[src/fpfcd_pkg.sv]
// Shared constants and controller/datapath handshake types for the
// FPort frame channel decoder. No dependencies.
package fpfcd_pkg;

  localparam int unsigned PAYLOAD_BYTES = 25;
  localparam int unsigned CHANNEL_COUNT = 16;

  localparam int unsigned BYTE_W  = 8;
  localparam int unsigned CH_W    = 11;
  localparam int unsigned IDX_W   = 4;
  localparam int unsigned CNT_W   = $clog2(PAYLOAD_BYTES);
  localparam int unsigned SKIP_W  = 9;
  localparam int unsigned SHIFT_W = PAYLOAD_BYTES * BYTE_W;

  localparam logic [BYTE_W-1:0] HDR_BYTE = 8'h7E;
  localparam logic [BYTE_W-1:0] ESC_BYTE = 8'h7D;
  localparam logic [BYTE_W-1:0] ESC_XOR  = 8'h20;

  // Commands from the controller to the datapath
  typedef struct packed {
    logic gap_clr;
    logic load_len;
    logic load_skip;
    logic start_data;
    logic skip_dec;
    logic data_byte;
    logic emit_step;
  } fpfcd_cmd_t;

  // Status from the datapath to the controller
  typedef struct packed {
    logic hdr_hit;
    logic type_zero;
    logic skip_last;
    logic store_hit;
    logic count_last;
    logic ch_last;
    logic out_free;
  } fpfcd_sts_t;

endpackage

[src/fpfcd_ctrl.sv]
// Parser state machine for the FPort frame channel decoder.
// Depends on fpfcd_pkg; drives fpfcd_dp through fpfcd_cmd_t.
module fpfcd_ctrl
  import fpfcd_pkg::*;
(
  input  logic       clk_i,
  input  logic       rst_ni,
  input  logic       in_fire_i,
  input  logic       frame_gap_i,
  input  fpfcd_sts_t sts_i,
  output fpfcd_cmd_t cmd_o,
  output logic       in_ready_o
);

  localparam logic [2:0] ST_HUNT = 3'd0;
  localparam logic [2:0] ST_LEN  = 3'd1;
  localparam logic [2:0] ST_TYPE = 3'd2;
  localparam logic [2:0] ST_SKIP = 3'd3;
  localparam logic [2:0] ST_DATA = 3'd4;
  localparam logic [2:0] ST_EMIT = 3'd5;

  logic [2:0] state_q, state_d;

  assign in_ready_o = (state_q != ST_EMIT);

  always_comb begin
    cmd_o   = '0;
    state_d = state_q;
    if (state_q == ST_EMIT) begin
      if (sts_i.out_free) begin
        cmd_o.emit_step = 1'b1;
        if (sts_i.ch_last) state_d = ST_HUNT;
      end
    end else if (in_fire_i) begin
      if (frame_gap_i) begin
        cmd_o.gap_clr = 1'b1;
        state_d       = ST_HUNT;
      end else begin
        unique case (state_q)
          ST_LEN: begin
            cmd_o.load_len = 1'b1;
            state_d        = ST_TYPE;
          end
          ST_TYPE: begin
            if (sts_i.type_zero) begin
              cmd_o.start_data = 1'b1;
              state_d          = ST_DATA;
            end else begin
              cmd_o.load_skip = 1'b1;
              state_d         = ST_SKIP;
            end
          end
          ST_SKIP: begin
            cmd_o.skip_dec = 1'b1;
            if (sts_i.skip_last) state_d = ST_HUNT;
          end
          ST_DATA: begin
            cmd_o.data_byte = 1'b1;
            if (sts_i.store_hit && sts_i.count_last) state_d = ST_EMIT;
          end
          default: begin
            // header hunt, unused codes fall back here too
            state_d = sts_i.hdr_hit ? ST_LEN : ST_HUNT;
          end
        endcase
      end
    end
  end

  always_ff @(posedge clk_i or negedge rst_ni) begin
    if (!rst_ni) begin
      state_q <= ST_HUNT;
    end else begin
      state_q <= state_d;
    end
  end

endmodule

[config.mk]
export PLATFORM = sky130hd
export DESIGN_NAME = fpfcd_ctrl
export DESIGN_NICKNAME = d
export VERILOG_FILES = /design/src/fpfcd_pkg.sv /design/src/fpfcd_ctrl.sv
export SDC_FILE = /design/constraint.sdc
export NUM_CORES = 1
export LEC_CHECK = 0
export BUFFER_PORTS_ARGS = -buffer_cell sky130_fd_sc_hd__buf_2
export CORE_AREA = 10 10 47 49
export CTS_CLUSTER_SIZE = 30
export DETAILED_ROUTE_END_ITERATION = 8
export DIE_AREA = 0 0 57 59
export GPL_TIMING_DRIVEN = 0
export RECOVER_POWER = 50
export SYNTH_ARGS = -nofsm -noshare
export SYNTH_HDL_FRONTEND = slang
export SYNTH_SLANG_ARGS = --single-unit
[constraint.sdc]
create_clock -name clk_i -period 2.9 [get_ports clk_i]
set_clock_uncertainty 0.05 [all_clocks]
set_input_delay 0.58 -clock clk_i [delete_from_list [all_inputs] [get_ports clk_i]]
set_output_delay 0.58 -clock clk_i [all_outputs]
set_load 0.03 [all_outputs]
# Yosys cells after proc, flatten, opt, wreduce, memory -nomap -nowiden
# Index checks and enable logic that the tools add are counted.
# Widths: inputs -> output; s select.
totals:
  ff_bits: 3
  latch_bits: 0
  ramBits: 0
  mem_bits_ro: 0
  input_bits: 11
  output_inout_bits: 8
  elab_cells: 36
  n_memories: 0
op_classes:
  addsub: 0
  multipliers: 0
  div_mod_pow: 0
  magnitude_cmp: 0
  n_eq_ne: 10
  n_shift: 0
  mux: 22
  bitwise_logic: 0
  reduce_logical: 3
ops:
  columns: ["operator", "count"]
  rows:
  - ["$mux 3", 8]
  - ["$mux 6", 2]
  - ["$pmux 3 s4", 1]
  - ["$mux 1", 9]
  - ["$ne 4x4->1 const B", 2]
  - ["$eq 3x2->1 const B", 2]
  - ["$eq 3x3->1 const B", 2]
  - ["$mux 5", 1]
  - ["$reduce_and 5->1", 1]
  - ["$ne 2x2->1 const B", 2]
  - ["$eq 3x1->1 const B", 1]
  - ["$ne 3x3->1 const B", 1]
  - ["$mux 2", 1]
  - ["$reduce_bool 2->1", 1]
  - ["$logic_and 1x1->1", 1]

# Depth between registers and ports, before layout
depth:
  depth_word: 6
  depth_mapped: 5
  mapped_depth_nobuf: 4

# Worst setup path before layout
# Ideal clock, no wire load.
synth_path:
  path_type: "in2out"
  start: "input port frame_gap_i"
  end: "output port cmd_o[1] in the netlist's numbering"
  arrival_time_ns: 1.263
  t_required_ns: 2.270
  path_slack_ns: 1.007
  path_stages: 2
  n_path_buf: 0
  path_cell_list: "nor4b_1 and2_1"
synth_rtl:
  columns: ["item", "line_no", "source"]
  rows:
  - ["from (decl)", "fpfcd_ctrl.sv:9", "input logic frame_gap_i,"]
  - ["to (decl)", "fpfcd_ctrl.sv:11", "output fpfcd_cmd_t cmd_o,"]

==> summary.txt <==
status = finished clean
complex-gate fraction of the synthesized area = 8.30%
chain of cells forming the critical path = clkbuf_1, nor4b_1, and2_1, buf_2
buffer cell driving the clock tree root = clkbuf_4
Num CTS Buffers = 3
initial antenna violation count = 0
main combinational cell family by area after synthesis = simple AND/OR/NAND/NOR gates
setup TNS after final layout = 0 ns
DR DRC count = 0
post-synthesis share of cell area spent on and, or, nand and nor gates = 47.2%
number of port buffers = 18
Worst Max-Slew Pin Slew = 0.478 ns
area added between synthesis and finish = 35.8%
placeable core area = 1400 um2
Final ANT Viol Nets = 0
average size of a mapped cell = 7.89 um2
xor and xnor area share after synthesis = 0%
Synth top area share = 22.6%
number of synthesized register bits = 3
post-synthesis instance total = 42
all-layer global routing usage = 4.86%
total count of hold-check failures in the final report = 0
Ys Warns = 0
CTS resizes = 0
Clk Latency, worst-skew pair = 0.22 ns
CP Class = flip-flop to primary output
endpoint kind of the worst setup timing path = primary output
count of final setup violators = 0
leading area contributor after synthesis = dfrtp_1
fraction of layout cells with a size suffix above 1 = 34.4%
num rows = 14
Pwr Density = 455 nW/um2
Fmax = 451 MHz
grt total ovfl = 0
number of flops mapped to enable cells by yosys = 0
final weighted congestion in routability-driven placement = 0.657
pre-CTS WS = 0.793 ns
FF-to-FF setup slack = 0.83 ns
Routed Wire Length = 858 um
hold buffer count at CTS = 0
portion of netlist area occupied by mux cells = 13.6%
WP data arrival = 1.59 ns
setup fix buffers added after clock tree synthesis = 0
number of pins with negative max-slew slack in the final report = 0
Max transition margin = 68.1%
required time of the worst setup path = 2.27 ns
largest register by flop count = state_q
# clock sinks = 3
Final #Nets = 76
number of different library cells in the post-synthesis netlist = 23
fin crit period = 2.22 ns
largest net degree at the start of global routing = 11
die area = 3360 um2
RSZ-0062 raised after global routing = false
Vias per Instance = 4.51
slowest cell delay on critical path = 0.43 ns
Inserted Diodes = 0
largest vdd supply drop = 0.144 mV
Leakage Power = 0.245 nW
Critical-path top delay cell = nor4b_1
reported max-cap violation count = 0
Worst setup SP type = flip-flop
largest fanout of any net on the critical path = 10
Longest Clk Path Bufs = 2
drt pass-1 iters = 4
share of synthesized cell area in full adder, half adder and majority cells = 0%
Synth Cell Area = 332 um2
initial DRC count = 1
registers with the highest flip-flop counts = state_q: 3 flops
via count = 361
first-pass GRT wire length = 1.39 mm
top-count cell post-synth = nor2_1
min-delay worst type = input port to asynchronous set/reset pin
DPL Wire Length = 728 um
most instantiated cells after synthesis = nor2_1 (8), nand2_1 (7), dfrtp_1 (3), mux2_1 (3)
cells taking the most area after synthesis = dfrtp_1 (23%), mux2_1 (10%), nor2_1 (9.1%)
die extent in x = 57 um
top-level port count = 19
fraction of the cycle the final worst path needs = 76.5%
Syn Nets = 53
vias in the first global route = 338
height of the die = 59 um
Clock H-tree levels = 1
Final Worst Setup Slack = 0.682 ns
average wire per standard cell = 10.7 um
TritonCTS clock tree = built
initial core utilization = 23.7%
clock slew seen by the registers of the worst setup and hold paths = 0.03 ns
asr flop ratio synth = 100%
sequential cell area fraction in the yosys report = 22.6%
Largest register FFs = 3
commonest register cell after synthesis = dfrtp_1
[layout by cell type, fill, tap and decap left out]
| cell type | count |
|---|---|
| buf_4 | 1 |
| inv_1 | 1 |
| mux2_2 | 1 |
| nand2_1 | 7 |
| nor2_1 | 8 |
| a21oi_1 | 1 |
| and2_1 | 1 |
| nor3b_1 | 1 |
| a21boi_0 | 1 |
| nor3_1 | 1 |
| buf_2 | 16 |
| nor4b_1 | 2 |
| clkbuf_4 | 3 |
| a221oi_1 | 1 |
| nand3_1 | 1 |
| dfrtp_1 | 3 |
| clkbuf_1 | 5 |
| nand3b_4 | 1 |
| nand2b_1 | 2 |
| or2_1 | 1 |
| and3_1 | 1 |
| nand3b_1 | 1 |
| nor4_1 | 1 |
| mux2_1 | 3 |
[metal layers]
layer	vias to the layer above	routed length (um)	GRT usage (%)
met2	14	408	8.37
met4	0	0	3.02
met3	0	97	1.50
li1	187	-	-
met1	160	352	5.05
met5	-	0	0
[through the flow]
step / utilization, % / cells / total power [mW] / cell area [um2] / hold slack (ns)
2_1_floorplan: - / 42 / 0.120 / 332 / 0.234
3_5_place_dp: 31.5 / 76 / 0.144 / 442 / 0.327
5_1_grt: 32.1 / 80 / 0.221 / 450 / 0.105
4_1_cts: 33.4 / 80 / 0.216 / 468 / 0.0874
3_3_place_gp: 31.5 / 76 / 0.143 / 442 / 0.327
6_report: 32.1 / 80 / 0.205 / 450 / 0.0980
[critical path: cells and delay by family, from the launching register on]
family	cells	cell delay [ns]
buf+inv	2	0.42
flops	1	0.34
simple gates	2	0.60
[cell type report]
class / count / area, um2
Buffer: 3 / 16.3
Timing Repair Buffer: 18 / 86.3
Fill cell: 166 / 951
Clock buffer: 4 / 26.3
Multi-Input combinational cell: 35 / 223
Inverter: 1 / 3.75
Sequential cell: 3 / 75.1
Tap cell: 16 / 20.0
[power breakdown]
| part | internal, mW | switching, mW | total (mW) |
|---|---|---|---|
| clock network | 0.0514 | 0.0185 | 0.0699 |
| logic | 0.0345 | 0.0484 | 0.0829 |
| registers | 0.0493 | 0.00288 | 0.0522 |
[worst paths after layout]
check,from,end,depth (start not counted)
min in group clk_i,state_q[2]$_DFFE_PN0P_,state_q[2]$_DFFE_PN0P_,2
hold / removal,rst_ni,state_q[0]$_DFFE_PN0P_,1
max in group asynchronous,rst_ni,state_q[2]$_DFFE_PN0P_,1
setup / recovery,state_q[0]$_DFFE_PN0P_,cmd_o[1],4
setup reg to reg,state_q[0]$_DFFE_PN0P_,state_q[0]$_DFFE_PN0P_,5
hold reg to reg,state_q[2]$_DFFE_PN0P_,state_q[2]$_DFFE_PN0P_,2
[kinds of logic (layout without fill, tap and decap cells)]
family                 count (synthesis)  after routing
AND/OR/NAND/NOR                       28             28
multiplexers                           4              4
buffers and inverters                  4             26
AO/OA/AOI/OAI                          3              3
flip-flops                             3              3
Power figures use the tool's default switching activity.
