===== src/fpfcd_pkg.sv =====
// Shared constants and controller/datapath handshake types for the
// FPort frame channel decoder. No dependencies.
package fpfcd_pkg;

  localparam int unsigned PAYLOAD_BYTES = 25;
  localparam int unsigned CHANNEL_COUNT = 16;

  localparam int unsigned BYTE_W  = 8;
  localparam int unsigned CH_W    = 11;
  localparam int unsigned IDX_W   = 4;
  localparam int unsigned CNT_W   = $clog2(PAYLOAD_BYTES);
  localparam int unsigned SKIP_W  = 9;
  localparam int unsigned SHIFT_W = PAYLOAD_BYTES * BYTE_W;

  localparam logic [BYTE_W-1:0] HDR_BYTE = 8'h7E;
  localparam logic [BYTE_W-1:0] ESC_BYTE = 8'h7D;
  localparam logic [BYTE_W-1:0] ESC_XOR  = 8'h20;

  // Commands from the controller to the datapath
  typedef struct packed {
    logic gap_clr;
    logic load_len;
    logic load_skip;
    logic start_data;
    logic skip_dec;
    logic data_byte;
    logic emit_step;
  } fpfcd_cmd_t;

  // Status from the datapath to the controller
  typedef struct packed {
    logic hdr_hit;
    logic type_zero;
    logic skip_last;
    logic store_hit;
    logic count_last;
    logic ch_last;
    logic out_free;
  } fpfcd_sts_t;

endpackage


===== src/fpfcd_dp.sv =====
// Datapath for the FPort frame channel decoder: counters, escape flag,
// payload shift line and the result register. Depends on fpfcd_pkg.
module fpfcd_dp
  import fpfcd_pkg::*;
(
  input  logic              clk_i,
  input  logic              rst_ni,
  input  fpfcd_cmd_t        cmd_i,
  input  logic [BYTE_W-1:0] rx_byte_i,
  input  logic              out_ready_i,
  output fpfcd_sts_t        sts_o,
  output logic              out_valid_o,
  output logic [IDX_W-1:0]  channel_index_o,
  output logic [CH_W-1:0]   channel_value_o,
  output logic              last_channel_o
);

  logic [BYTE_W-1:0]  len_q, len_d;
  logic [SKIP_W-1:0]  skip_q, skip_d;
  logic [CNT_W-1:0]   cnt_q, cnt_d;
  logic               esc_q, esc_d;
  logic [SHIFT_W-1:0] shift_q, shift_d;
  logic [IDX_W-1:0]   ch_q, ch_d;
  logic               out_valid_q, out_valid_d;
  logic [IDX_W-1:0]   idx_q;
  logic [CH_W-1:0]    val_q;
  logic               last_q;
  logic               store;
  logic [BYTE_W-1:0]  store_val;

  assign sts_o.hdr_hit    = (rx_byte_i == HDR_BYTE);
  assign sts_o.type_zero  = (rx_byte_i == '0);
  assign sts_o.skip_last  = (skip_q <= SKIP_W'(1));
  assign sts_o.store_hit  = esc_q || (rx_byte_i != ESC_BYTE);
  assign sts_o.count_last = (cnt_q == CNT_W'(PAYLOAD_BYTES - 1));
  assign sts_o.ch_last    = (ch_q == IDX_W'(CHANNEL_COUNT - 1));
  assign sts_o.out_free   = !out_valid_q || out_ready_i;

  assign store     = cmd_i.data_byte && sts_o.store_hit;
  assign store_val = esc_q ? (rx_byte_i ^ ESC_XOR) : rx_byte_i;

  always_comb begin
    len_d       = len_q;
    skip_d      = skip_q;
    cnt_d       = cnt_q;
    esc_d       = esc_q;
    shift_d     = shift_q;
    ch_d        = ch_q;
    out_valid_d = out_valid_q && !out_ready_i;

    if (cmd_i.gap_clr) begin
      cnt_d  = '0;
      esc_d  = 1'b0;
      skip_d = '0;
    end
    if (cmd_i.load_len)  len_d  = rx_byte_i;
    if (cmd_i.load_skip) skip_d = {1'b0, len_q} + SKIP_W'(2);
    if (cmd_i.skip_dec && (skip_q != '0)) skip_d = skip_q - SKIP_W'(1);
    if (cmd_i.start_data) begin
      cnt_d = '0;
      esc_d = 1'b0;
    end
    if (cmd_i.data_byte) begin
      // drop the escape marker itself, unescape the byte after it
      if (esc_q) esc_d = 1'b0;
      else if (rx_byte_i == ESC_BYTE) esc_d = 1'b1;
    end
    if (store) begin
      shift_d = {store_val, shift_q[SHIFT_W-1:BYTE_W]};
      cnt_d   = sts_o.count_last ? '0 : cnt_q + CNT_W'(1);
    end
    if (cmd_i.emit_step) begin
      // byte 0 sits below the read window; advance one channel per step
      shift_d     = {{CH_W{1'b0}}, shift_q[SHIFT_W-1:CH_W]};
      ch_d        = sts_o.ch_last ? '0 : ch_q + IDX_W'(1);
      out_valid_d = 1'b1;
    end
  end

  always_ff @(posedge clk_i or negedge rst_ni) begin
    if (!rst_ni) begin
      len_q       <= '0;
      skip_q      <= '0;
      cnt_q       <= '0;
      esc_q       <= 1'b0;
      ch_q        <= '0;
      out_valid_q <= 1'b0;
    end else begin
      len_q       <= len_d;
      skip_q      <= skip_d;
      cnt_q       <= cnt_d;
      esc_q       <= esc_d;
      ch_q        <= ch_d;
      out_valid_q <= out_valid_d;
    end
  end

  always_ff @(posedge clk_i) begin
    shift_q <= shift_d;
    if (cmd_i.emit_step) begin
      idx_q  <= ch_q;
      val_q  <= shift_q[BYTE_W +: CH_W];
      last_q <= sts_o.ch_last;
    end
  end

  assign out_valid_o     = out_valid_q;
  assign channel_index_o = idx_q;
  assign channel_value_o = val_q;
  assign last_channel_o  = last_q;

  a_last_idx: assert property (@(posedge clk_i) disable iff (!rst_ni)
    out_valid_q && last_q |-> idx_q == IDX_W'(CHANNEL_COUNT - 1))
    else $error("last channel flag on wrong channel index");

  a_emit_valid: assert property (@(posedge clk_i) disable iff (!rst_ni)
    cmd_i.emit_step |=> out_valid_q)
    else $error("emit step did not load the result register");

  a_cnt_range: assert property (@(posedge clk_i) disable iff (!rst_ni)
    cnt_q <= CNT_W'(PAYLOAD_BYTES - 1))
    else $error("payload count out of range");

  a_frame_start: assert property (@(posedge clk_i) disable iff (!rst_ni)
    store && sts_o.count_last |=> ch_q == '0 && cnt_q == '0)
    else $error("channel counter not at zero when a frame completes");

endmodule

===== config.mk =====
export PLATFORM = sky130hd
export DESIGN_NAME = fpfcd_dp
export DESIGN_NICKNAME = d
export VERILOG_FILES = /design/src/fpfcd_pkg.sv /design/src/fpfcd_dp.sv
export SDC_FILE = /design/constraint.sdc
export NUM_CORES = 1
export LEC_CHECK = 0
export BUFFER_PORTS_ARGS = -buffer_cell sky130_fd_sc_hd__buf_2
export CAP_MARGIN = 30
export CORE_MARGIN = 2
export CORE_UTILIZATION = 55
export CTS_CLUSTER_DIAMETER = 40
export DETAILED_ROUTE_END_ITERATION = 8
export PLACE_DENSITY = 0.78
export SYNTH_ARGS = -nofsm -noshare
export SYNTH_HDL_FRONTEND = slang
export SYNTH_SLANG_ARGS = --single-unit

===== constraint.sdc =====
create_clock -name clk_i -period 5.2 [get_ports clk_i]
set_input_delay 0 -clock clk_i [delete_from_list [all_inputs] [get_ports clk_i]]
set_output_delay 0 -clock clk_i [all_outputs]
set_load 0.02 [all_outputs]

# After elaboration in Yosys (flattened, before gate mapping)
# Cells that the tools add are included.
# word_totals
rom_bits	0
ram_bits	0
latch_bits	0
ff_bits	244
mem_count	0
word_cells	51
input_bits	18
# op_classes
n_mul	0
n_bitwise	1
n_mux	17
n_lt_le_gt_ge	1
shifts	0
div_mod_pow	0
addsub	4
n_eq_ne	5
reduce_logical	12
# op_table
op	n
2-to-1 mux 189 bit	2
2-to-1 mux 9 bit	3
2-to-1 mux 5 bit	4
equality test 8 x 7 -> 1 bit (second input constant)	2
adder 8 x 2 -> 9 bit (second input constant)	1
less-or-equal comparator 9 x 1 -> 1 bit (second input constant)	1
nonzero test 9 bit	1
subtractor 9 x 1 -> 9 bit (second input constant)	1
zero test 8 bit	1
!= test 8 x 7 -> 1 bit (second input constant)	1
2-to-1 mux 1 bit	6
2-to-1 mux 6 bit	1
nonzero test 3 bit	2
adder 5 x 1 -> 5 bit (second input constant)	1
equality test 5 bit (second input constant)	1
adder 4 x 1 -> 4 bit (second input constant)	1
equality test 4 bit (second input constant)	1
2-to-1 mux 4 bit	1
logical AND 1 bit	3
zero test 1 bit	2
logical OR 1 bit	2
nonzero test 2 bit	1
NOT 1 bit	1

# Depth between registers and ports, before layout
# Gate-level depths: netlist of the first run.
# depth
depth_word	5
mapped_depth	6
mapped_depth_nobuf	6

# Worst setup path after synthesis of the first run
# No wires, ideal clock.
# synth_path
path_kind	reg-to-reg
start	reg esc_q
end	reg shift_q[100] (enable)
synth_period_minus_slack_ns	5.536
slack_ns	-0.336
path_buffers	1
stages_incl_launch_ff	4
arrival_time_ns	4.062
required_time_ns	3.726
setup_time_ns	1.474
path_cell_list	dfrtp_1 o41ai_1 buf_2 nand2b_1
# synth_via
elab_chain_cells	3
# synth_rtl
item	line_no	source
from (decl)	fpfcd_dp.sv:21	logic esc_q, esc_d;
from (signal assigned)	fpfcd_dp.sv:92	esc_q <= esc_d;
logical OR 1 bit	fpfcd_dp.sv:34	assign sts_o.store_hit = esc_q || (rx_byte_i != ESC_BYTE);
logical AND 1 bit	fpfcd_dp.sv:39	assign store = cmd_i.data_byte && sts_o.store_hit;
nonzero test 2 bit (no line)	-	
to (signal assigned)	fpfcd_dp.sv:99	shift_q <= shift_d;
to (decl)	fpfcd_dp.sv:22	logic [SHIFT_W-1:0] shift_q, shift_d;
# No other way between the ends.
# A chain may end at the register's enable or synchronous reset.

# Worst setup path in the final report of the first run
# layout_path
start	reg skip_q[5]
end	reg skip_q[5]
# layout_via
elab_chain_cells	3
elab_cells_between_ends	5
classes_between	add/sub: 1; mux: 1; reduce/logical: 3
# layout_rtl
item	line_no	source
from (decl)	fpfcd_dp.sv:19	logic [SKIP_W-1:0] skip_q, skip_d;
from (signal assigned)	fpfcd_dp.sv:90	skip_q <= skip_d;
branches (longest 3 deep; another with subtractor 9 x 1 -> 9 bit)	-	
# Several ways; the timed one is not identified.

==> metrics.yaml, run 1 <==
logic_synthesis:
  synth.net_count: 632
  synthMuxAreaShare: 0.221
  synth_top_family_by_area: "multiplexers"
  syn-mean-instance-area_um2: 16.6
  ys_seq_area_frac: 0.679
  synth_cells: 607
  yosys.area_share.simple: 0.0381
  ys_ff_latch: 236
  synth_cell_types: 42
  synth-compound-area-share: 0.0303
  syn_area_um2: 10100
  ys_warn_count: 0
  synth_xor_xnor_area_share: 0.00609
  synth_fa_ha_area_frac: 0.00870
status:
  status: "finished clean"
timing:
  rsz0062_at_grt: "no"
  period_share: 0.553
  holdWs_ns: 0.00983
  finalHoldViolCount: 0
  finalCriticalPeriod_ns: 2.87
  setup_viol: 0
  slew_headroom: 0.341
  tightest_slew_ns: 0.988
  max_freq_ghz: 0.348
  fin_setup_tns_ns: 0
  drv_slew: 0
  worst_clock_skew_ns: 0.0147
worst_setup_path:
  crit_top_cell: "dlygate4sd3_1"
  path_delay_family: "buffers and inverters"
  critical_path.cell_chain: "or3_1 -> o31ai_4 -> nand3_1 -> dlygate4sd3_1 -> o211ai_1 -> dlygate4sd3_1"
  cp_num_cells: 6
  r2r_slack_ns: 2.33
  cp_slowest_stage_delay_ns: 0.58
  cp-end-kind: "flip-flop"
  critPathBufInv: 2
  crit_type: "flip-flop to flip-flop"
  cp.required_ns: 5.66
  r2r_cells: 6
  arrival_ns: 3.33
  worst_path_max_delay_cell: "dlygate4sd3_1"
  crit_path_start_kind: "flip-flop"
  crit_fanout: 10
place:
  gp_congestion: 0.855
  dpl.cell_count: 853
  dp_hpwl_mm: 9.76
  io_buffers: 41
die:
  core_area_um2: 18000
  ioPinCount: 42
  die-area_um2: 19400
  start_util: 0.561
  die_h_um: 139
  die_w_um: 139
  row_count: 49
global_routing:
  grt_max_degree: 85
  grt_pass1_wl_mm: 27.4
  grt_usage: 0.169
  antenna_found_initial: 0
  grt-ovfl-total: 0
  grt_pass1_vias: 5610
cells_and_area:
  fillers: 1209
  fin_util: 0.655
  drive_gt1_frac: 0.409
  area_delta_synth_final_pct: 16.9
  diodes: 0
  fin_cells: 933
  nets: 707
routing:
  dr.pass1.iters: 4
  wl_per_cell_um: 17.8
  ant_nets: 0
  drc: 0
  via_per_inst: 5.75
  drt-initial-drc-count: 293
  vias: 5364
  wirelength_mm: 16.6
power_and_ir_drop:
  ir_drop_mv: 0.340
  powerDensity_nw_per_um2: 449
  power.leakage_nw: 4.44
clocking:
  cts_root_buf: "clkbuf_16"
  post_cts_buffers: 0
  path_clk_slew_ns: 0.06
  ctsLongestPathBuffers: 3
  cts_resized: 0
  insertion_delay_ns: 0.52
  h-tree-depth: 1
  cts_inserted_buffers: 28
  ctsHoldBuffers: 28
  cts_sinks: 236
  cts_tree: "done"
run:
  maxCapViolCount: 0
hold_path:
  min_path_type: "primary input to flip-flop"
  whs_path_depth: 1
-- cell type report --
class,instances,area (um^2),share of cell area
multi-input combinational,330,3080,0.262
inverter,11,41.3,0.00351
tap,229,287,0.0243
clock buffer,38,826,0.0701
clock inverter,14,163,0.0138
sequential,236,6840,0.581
timing repair buffer,75,539,0.0458
-- worst register-to-register path, delay by kind of cell, from the launching register on --
family | cells | cell delay (ns)
AOI/OAI and AO/OA | 2 | 0.55
buffers and inverters | 2 | 1.16
DFF | 1 | 0.43
and+or+nand+nor | 2 | 0.67
-- where the power goes --
group	total, W	switching (W)	internal (W)
Clock	0.00200	0.000735	0.00127
Sequential	0.00265	0.000196	0.00246
Combinational	0.000629	0.000293	0.000336
Total	0.00528	0.00122	0.00406
-- cells in the mapped netlist --
master / n / area, um^2
dfxtp_1: 11 / 220
or3_1: 5 / 31.3
o21ai_0: 7 / 35.0
and2_2: 1 / 7.51
nor3_1: 4 / 20.0
o311ai_0: 3 / 26.3
o31a_1: 1 / 8.76
a41o_1: 1 / 10.0
o21a_1: 1 / 7.51
xnor2_1: 4 / 35.0
dfrtp_1: 28 / 701
edfxtp_1: 197 / 5920
or4_1: 4 / 30.0
a221oi_1: 2 / 17.5
nor2_1: 18 / 67.6
xor2_1: 3 / 26.3
ha_1: 7 / 87.6
mux2_2: 189 / 2130
nand4_1: 3 / 18.8
a221o_1: 2 / 20.0
o2111ai_1: 2 / 17.5
o311a_2: 1 / 11.3
nand2_1: 19 / 71.3
nor3b_1: 1 / 7.51
and3_1: 1 / 6.26
o31ai_4: 1 / 21.3
inv_1: 11 / 41.3
o41ai_1: 2 / 17.5
a21oi_1: 5 / 25.0
buf_4: 1 / 7.51
clkbuf_1: 26 / 97.6
nor4_1: 2 / 12.5
o21bai_1: 1 / 7.51
a22o_1: 1 / 8.76
o211ai_1: 6 / 45.0
buf_2: 2 / 10.0
buf_6: 1 / 11.3
o221ai_1: 3 / 26.3
nand4b_1: 1 / 8.76
nand2b_1: 6 / 37.5
nand3_1: 13 / 65.1
mux2i_1: 10 / 100
-- registers in the layout (all words and copies together) (netlist names) --
| register | count |
|---|---|
| ch_q | 4 |
| channel_index_o | 4 |
| channel_value_o | 11 |
| cnt_q | 5 |
| esc_q | 1 |
| last_channel_o | 1 |
| len_q | 8 |
| out_valid_o | 1 |
| shift_q | 192 |
| skip_q | 9 |
-- metrics by stage --
step	cell area [um^2]	power, W	worst slack, ns
4_1_cts	11800	0.00532	2.39
3_3_place_gp	10500	0.00324	2.67
6_report	11800	0.00528	2.33
3_5_place_dp	10500	0.00328	2.64
5_1_grt	11800	0.00550	2.18
2_1_floorplan	10100	0.00310	1.57
-- layout by cell type, fill, tap and decap left out, types with 2 or more instances in the layout --
| cell type | synthesis | routed |
|---|---|---|
| edfxtp_1 | 197 | 197 |
| mux2_2 | 189 | 189 |
| buf_2 | 2 | 40 |
| clkbuf_16 | 0 | 31 |
| dfrtp_1 | 28 | 28 |
| dlygate4sd3_1 | 0 | 28 |
| nand2_1 | 19 | 19 |
| nor2_1 | 18 | 18 |
| nand3_1 | 13 | 13 |
| inv_1 | 11 | 11 |
| dfxtp_1 | 11 | 11 |
| mux2i_1 | 10 | 10 |
| o21ai_0 | 7 | 7 |
| ha_1 | 7 | 7 |
| o211ai_1 | 6 | 6 |
| buf_4 | 1 | 6 |
| nand2b_1 | 6 | 5 |
| or3_1 | 5 | 5 |
| a21oi_1 | 5 | 5 |
| or4_1 | 4 | 4 |
| nor3_1 | 4 | 4 |
| xnor2_1 | 4 | 4 |
| clkbuf_1 | 26 | 4 |
| clkinv_2 | 0 | 4 |
| nand4_1 | 3 | 3 |
| o221ai_1 | 3 | 3 |
| xor2_1 | 3 | 3 |
| o311ai_0 | 3 | 3 |
| clkinv_4 | 0 | 3 |
| bufinv_16 | 0 | 3 |
| clkbuf_8 | 0 | 3 |
| nor4_1 | 2 | 2 |
| o2111ai_1 | 2 | 2 |
| a221oi_1 | 2 | 2 |
| a221o_1 | 2 | 2 |
-- layer usage --
metal  vias up  global-route usage  wire, um
li1       2511                   -         -
met1      2693               0.221      7130
met2       130               0.292      8500
met3        30              0.0327       701
met4         0              0.0473       276
met5         -                   0         0
-- worst paths after layout --
kind                        startpoint            endpoint
setup / recovery             skip_q[5]           skip_q[5]
hold / removal                cmd_i[0]  channel_value_o[7]
setup reg to reg             skip_q[5]           skip_q[5]
hold reg to reg            shift_q[12]  channel_value_o[4]
max in group asynchronous       rst_ni           skip_q[0]
min in group asynchronous       rst_ni             ch_q[1]
-- logic make-up after synthesis --
kind of cell,Yosys count
AO/OA/AOI/OAI,39
buffers and inverters,41
flip-flops,236
multiplexers,199
adder cells (fa/ha/maj),7
AND/OR/NAND/NOR,78
XOR/XNOR,7
(Power assumes the default switching activity.)
==> inputs of run 2 (changes only) <==
--- a/config.mk
+++ b/config.mk
@@ -5,6 +5,7 @@
 export SDC_FILE = /design/constraint.sdc
 export NUM_CORES = 1
 export LEC_CHECK = 0
+export ABC_AREA = 1
 export BUFFER_PORTS_ARGS = -buffer_cell sky130_fd_sc_hd__buf_2
 export CAP_MARGIN = 30
 export CORE_MARGIN = 2
==> constraint.sdc (replaced) <==
create_clock -name clk_i -period 2.4 [get_ports clk_i]
set_input_delay 0 -clock clk_i [delete_from_list [all_inputs] [get_ports clk_i]]
set_output_delay 0 -clock clk_i [all_outputs]
set_load 0.02 [all_outputs]
==> run 2 against run 1 <==
Against the previous run: first-iteration DRC count rose to 3.1 times the previous value; via count grew 39%; sequential power is 110% higher; wire length increased by 21%; critical path depth fell by 1; critical endpoint is now shift_q[70]; highest routed layer unchanged.
==> metrics.yaml, run 2 <==
power_and_ir_drop:
  ir_drop_mv: 0.685  # +100%
  swShare: 0.261  # +0.0290
  power.leakage_nw: 5.61  # +26%
  power_frac_comb: 0.116  # -0.003
  clock_power_share: 0.406  # +0.027
  p_sw_w: 0.00303  # +150%
  powerDensity_nw_per_um2: 962  # +110%
  seqPwrFrac: 0.478  # -0.024
  p_int_w: 0.00859  # +110%
worst_setup_path:
  crit_type: "flip-flop to flip-flop"
  r2r_slack_ns: 0.30  # -2.02 ns
  crit_fanout: 181  # +171
  critPathBufInv: 1  # -1
  cp.required_ns: 2.50  # -3.16 ns
  arrival_ns: 2.20  # -1.13 ns
  path_delay_family: "buffers and inverters"
  crit_path_start_kind: "flip-flop"
  r2r_cells: 5  # -1
  reg2reg_from: "esc_q"
  cp-end-kind: "flip-flop"
  worst_path_max_delay_cell: "buf_12"
  timing.rr.end: "shift_q[70]"
  critical_path.cell_chain: "nor2_1 -> nand3_4 -> nand2_2 -> nand2_8 -> buf_12"
  cp_slowest_stage_delay_ns: 0.65  # +0.07 ns
timing:
  setup_viol: 0  # unchanged
  slew_headroom: 0.366  # +0.0246
  tightest_slew_ns: 0.951  # -0.0368 ns
  max_freq_ghz: 0.477  # +37%
  rsz0062_at_grt: "no"
  finalCriticalPeriod_ns: 2.10  # -0.776 ns
  finalHoldViolCount: 0  # unchanged
  fin_setup_tns_ns: 0  # unchanged
  period_share: 0.874  # +0.322
  worst_clock_skew_ns: 0.0155  # +0.000791 ns
  drv_slew: 0  # unchanged
  holdWs_ns: 0.0782  # +0.0684 ns
cells_and_area:
  final_common_cell: "nand2_1"
  area_delta_synth_final_pct: 16.6
  largest_reg_flops: 192  # unchanged
  layout_common_cells: "nand2_1 (610), edfxtp_1 (197), nand3_1 (44)"
  drive_gt1_frac: 0.0944  # -0.315
  largest-register: "shift_q"
  nets: 1165  # +65%
  diodes: 0  # unchanged
logic_synthesis:
  synth_cells: 1078  # +78%
  synthMostInstantiatedCell: "nand2_1"
  synth_edf_count: 197  # unchanged
  synth_top_area_frac: 0.571  # -0.0164
  synth_cell_types: 31  # -26%
  syn_area_um2: 10400  # +2.9%
  synth_commonest_cells: "nand2_1 (611), edfxtp_1 (197), nand3_1 (44), inv_1 (40), nor2_1 (30)"
  async_flop_share: 0.119  # unchanged
  ys_warn_count: 0  # unchanged
  ys_seq_area_frac: 0.660  # -0.0189
  syn-mean-instance-area_um2: 9.61  # -42%
  synth.net_count: 1103  # +75%
  synth.largest_area_cell: "edfxtp_1"
  ys_ff_latch: 236  # unchanged
  synth_area_leaders: "edfxtp_1 (57%), nand2_1 (22%), dfrtp_1 (6.8%)"
  yosys_most_used_dff: "edfxtp_1"
routing:
  vias: 7481  # +39%
  via_per_inst: 5.35  # -7.0%
  drc: 0  # unchanged
  dr.pass1.iters: 5  # +1
  wirelength_mm: 20.1  # +21%
  ant_nets: 0  # unchanged
  wl_per_cell_um: 14.4  # -19%
  drt-initial-drc-count: 921  # +210%
run:
  maxCapViolCount: 0  # unchanged
global_routing:
  grt_pass1_wl_mm: 33.4  # +22%
  grt_max_degree: 202  # +140%
  grt_usage: 0.206  # +0.0363
  antenna_found_initial: 0  # unchanged
  grt_pass1_vias: 7305  # +30%
  grt-ovfl-total: 0  # unchanged
die:
  ioPinCount: 42  # unchanged
  start_util: 0.558  # -0.00306
  row_count: 50  # +2.0%
  die_w_um: 141  # +1.4%
  die-area_um2: 20000  # +2.8%
  core_area_um2: 18600  # +3.4%
  die_h_um: 141  # +1.4%
clocking:
  path_clk_slew_ns: 0.05  # about the same
  cts_sinks: 236  # unchanged
  h-tree-depth: 2  # +1
  ctsLongestPathBuffers: 3  # unchanged
  cts_inserted_buffers: 34  # +21%
  cts_root_buf: "clkbuf_16"
  insertion_delay_ns: 0.50  # -0.02 ns
  cts_tree: "done"
place:
  gp_congestion: 0.876  # +2.4%
  io_buffers: 41  # unchanged
  dp_hpwl_mm: 10.3  # +5.7%
hold_path:
  min_path_type: "primary input to asynchronous set/reset pin"
status:
  status: "finished clean"
[run 2: cell count changes in the layout (fill, tap and decap cells not counted), moves of 6 or more]
cell,before,now
mux2i_1,10,0
mux2_2,189,2
nand3_1,13,44
nor2_1,18,30
o211ai_1,6,0
nand2_1,19,610
o21ai_0,7,13
clkinv_1,1,7
xor2_1,3,9
a21oi_1,5,17
inv_1,11,40
[run 2: cell families (layout without fill, tap and decap cells)]
kind of cell,count (synthesis),after routing,share of synthesized area
xor+xnor,10,10,0.00845
flops,236,236,0.660
buf+inv,90,177,0.0391
compound gates,30,30,0.0145
simple gates,703,703,0.267
fa+ha+maj,7,7,0.00845
mux,2,2,0.00217
[run 2: routing by layer]
metal	share of wire	GRT usage	vias to the layer above
met2	0.50	0.345	237
met1	0.41	0.259	3551
li1	-	-	3613
met4	0.034	0.0926	0
met5	0	0	-
met3	0.055	0.0428	80
[run 2: worst register-to-register path: cells and delay by family (launching register included)]
kind                   cells  cell delay, ns
buffers and inverters      1            0.65
and+or+nand+nor            4            0.54
DFF                        1            0.40
[run 2: final cells by class]
type / instances / area (um^2)
Clock inverter: 22 / 183
Sequential cell: 236 / 6840
Fill cell: 1340 / 6500
Timing Repair Buffer: 74 / 569
Tap cell: 234 / 293
Clock buffer: 39 / 901
Inverter: 42 / 163
Multi-Input combinational cell: 752 / 3130
[run 2: worst max path at each step]
stage,startpoint,end,slack (ns),depth (start not counted)
4_1_cts,skip_q[0],skip_q[1],0.37,9
2_1_floorplan,esc_q,shift_q[100],0.002,5
5_1_grt,skip_q[0],skip_q[1],0.16,9
6_report,esc_q,shift_q[70],0.30,5
3_3_place_gp,esc_q,shift_q[67],0.44,5
3_5_place_dp,esc_q,shift_q[56],0.40,5
[run 2: what timing repair did]
| item | 4_1_cts | 5_1_grt |
|---|---|---|
| resized for setup | 0 | 0 |
| endpoints found under the hold margin | 64 | 0 |
| buffers inserted | 0 | 0 |
| hold buffers | 29 | 0 |
[run 2: power by group through the flow]
stage	logic, W	registers (W)	clock network (W)
after floorplan	0.000925	0.00556	0
after global placement	0.00120	0.00560	0
after detailed placement	0.00125	0.00561	0
after CTS	0.00133	0.00555	0.00480
after global routing	0.00154	0.00563	0.00495
final	0.00135	0.00555	0.00473
[run 2: metrics by stage]
stage / std cells / total power (W) / cell area, um^2 / setup WS, ns / util
final: 1399 / 0.0116 / 12100 / 0.301 / 0.650
after global placement: 1309 / 0.00680 / 10700 / 0.439 / 0.576
after detailed placement: 1309 / 0.00687 / 10700 / 0.398 / 0.576
after CTS: 1399 / 0.0117 / 12100 / 0.370 / 0.650
after global routing: 1399 / 0.0121 / 12100 / 0.162 / 0.650
after floorplan: 1078 / 0.00648 / 10400 / 0.00235 / -
==> inputs of run 3 (changes only) <==
--- a/config.mk
+++ b/config.mk
@@ -5,7 +5,6 @@
 export SDC_FILE = /design/constraint.sdc
 export NUM_CORES = 1
 export LEC_CHECK = 0
-export ABC_AREA = 1
 export BUFFER_PORTS_ARGS = -buffer_cell sky130_fd_sc_hd__buf_2
 export CAP_MARGIN = 30
 export CORE_MARGIN = 2
==> run 3 against run 2 <==
Against the previous run: core utilization is 1.5 points higher; non-clock buffer count is 2 higher; final cell count is 33% lower; clock-buffer cell count is 4 lower; clock power is 2% lower; power is 0.89% higher; global-route usage is 3.6 points lower; largest cell class unchanged; register-to-register slack worse by 0.19 ns; wire length is 19% lower.
==> metrics.yaml, run 3 (synthesis results as in run 1) <==
routing:
  via_per_inst: 5.73  # +7.2%
  ant_nets: 0  # unchanged
  dr.pass1.iters: 4  # -1
  drt-initial-drc-count: 345  # -63%
  drc: 0  # unchanged
  vias: 5389  # -28%
  wirelength_mm: 16.4  # -19%
  wl_per_cell_um: 17.5  # +21%
place:
  dp_hpwl_mm: 10.0  # -2.9%
  io_buffers: 41  # unchanged
  gp_congestion: 0.845  # -3.5%
cells_and_area:
  largest-register: "shift_q"
  largest_reg_flops: 192  # unchanged
  layout_common_cells: "edfxtp_1 (197), mux2_2 (189), buf_2 (40)"
  area_delta_synth_final_pct: 18.5
  nets: 711  # -39%
  final_common_cell: "edfxtp_1"
  drive_gt1_frac: 0.421  # +0.327
worst_setup_path:
  crit_path_start_kind: "flip-flop"
  cp.required_ns: 2.84  # +0.34 ns
  cp-end-kind: "flip-flop"
  crit_type: "flip-flop to flip-flop"
  r2r_cells: 5  # unchanged
  crit_fanout: 8  # -96%
  arrival_ns: 2.73  # +0.53 ns
  r2r_slack_ns: 0.11  # -0.19 ns
  timing.rr.end: "skip_q[5]"
  reg2reg_from: "skip_q[3]"
clocking:
  cts_tree: "done"
  ctsLongestPathBuffers: 3  # unchanged
  h-tree-depth: 1  # -1
  cts_sinks: 236  # unchanged
  path_clk_slew_ns: 0.06  # about the same
  cts_inserted_buffers: 31  # -8.8%
  cts_root_buf: "clkbuf_16"
  cts_resized: 0  # unchanged
  insertion_delay_ns: 0.53  # +0.03 ns
die:
  die_w_um: 139  # -1.4%
  die_h_um: 139  # -1.4%
  core_area_um2: 18000  # -3.3%
  row_count: 49  # -2.0%
  ioPinCount: 42  # unchanged
  die-area_um2: 19400  # -2.7%
  start_util: 0.561  # +0.00306
timing:
  fin_setup_tns_ns: 0  # unchanged
  period_share: 0.955  # +0.0807
  worst_clock_skew_ns: 0.0134  # -0.00205 ns
  drv_slew: 0  # unchanged
  setup_viol: 0  # unchanged
  max_freq_ghz: 0.436  # -8.4%
  finalCriticalPeriod_ns: 2.29  # +0.194 ns
  tightest_slew_ns: 0.638  # -0.313 ns
  rsz0062_at_grt: "no"
  slew_headroom: 0.575  # +0.209
  finalHoldViolCount: 0  # unchanged
power_and_ir_drop:
  powerDensity_nw_per_um2: 982  # +2.1%
  ir_drop_mv: 0.761  # +11%
  power.leakage_nw: 4.51  # -20%
  fin_total_pwr_w: 0.0117  # +0.89%
global_routing:
  grt_pass1_vias: 5599  # -23%
  antenna_found_initial: 0  # unchanged
  grt_usage: 0.170  # -0.0358
  grt-ovfl-total: 0  # unchanged
  grt_pass1_wl_mm: 27.6  # -17%
  grt_max_degree: 91  # -55%
hold_path:
  min_path_type: "primary input to asynchronous set/reset pin"
run:
  maxCapViolCount: 0  # unchanged
status:
  status: "finished clean"
run 3: changes by cell type in the layout (fill, tap and decap cells not counted), sizes merged, moves of 10 or more:
cell and delta:
mux2 +187, nand2 -595, nand3 -33, inv -26, nor2 -13, mux2i +10
a21oi -12
run 3: worst max-delay path, stage by stage (launching register included):
cell,delay (ns)
dfrtp_1,0.44
or3_1,0.52
o31ai_4,0.45
nand3_1,0.13
dlygate4sd3_1,0.58
o211ai_1,0.08
run 3: worst max-delay path by stage:
stage	slack (ns)	end	from
2_1_floorplan	0.02	shift_q[100]	esc_q
3_3_place_gp	0.53	skip_q[2]	skip_q[5]
3_5_place_dp	0.45	skip_q[2]	skip_q[5]
4_1_cts	0.11	skip_q[5]	skip_q[5]
5_1_grt	0.02	skip_q[5]	skip_q[2]
6_report	0.11	skip_q[5]	skip_q[3]
run 3: cell type report:
type	count	area [um^2]
sequential	236	6840
fill	1198	6020
multi-input combinational	330	3090
clock buffer	35	821
timing repair buffer	76	607
tap	229	287
clock inverter	22	251
inverter	11	41.3
antenna	1	2.50
run 3: routing by layer:
layer / routed length [um] / vias to the layer above / GRT usage
met1: 6840 / 2701 / 0.216
met4: 496 / 0 / 0.0617
met2: 8480 / 115 / 0.294
li1: - / 2527 / -
met5: 0 / - / 0
met3: 586 / 46 / 0.0306
run 3: report_power, final:
group	switching (W)	total (W)	leakage, nW	internal, W
clock	0.00179	0.00463	0.519	0.00284
sequential	0.000411	0.00573	2.47	0.00532
combinational	0.000639	0.00137	1.52	0.000731
total	0.00284	0.0117	4.51	0.00889
run 3: stage by stage:
| stage | setup slack [ns] | hold slack [ns] | std cells | area, um^2 | utilization |
|---|---|---|---|---|---|
| floorplan | 0.0165 | -0.296 | 607 | 10100 | - |
| global placement | 0.531 | 0.0379 | 855 | 10600 | 0.590 |
| detailed placement | 0.446 | 0.0653 | 855 | 10600 | 0.590 |
| CTS | 0.105 | 0.0313 | 939 | 11900 | 0.664 |
| global route | 0.0249 | 0.104 | 939 | 11900 | 0.664 |
| finish | 0.108 | 0.0190 | 940 | 11900 | 0.665 |
run 3: repair_timing:
action,4_1_cts,5_1_grt
hold endpoints to repair,71,0
setup buffers,0,0
hold buffers,27,0
endpoints found under the setup margin,0,1
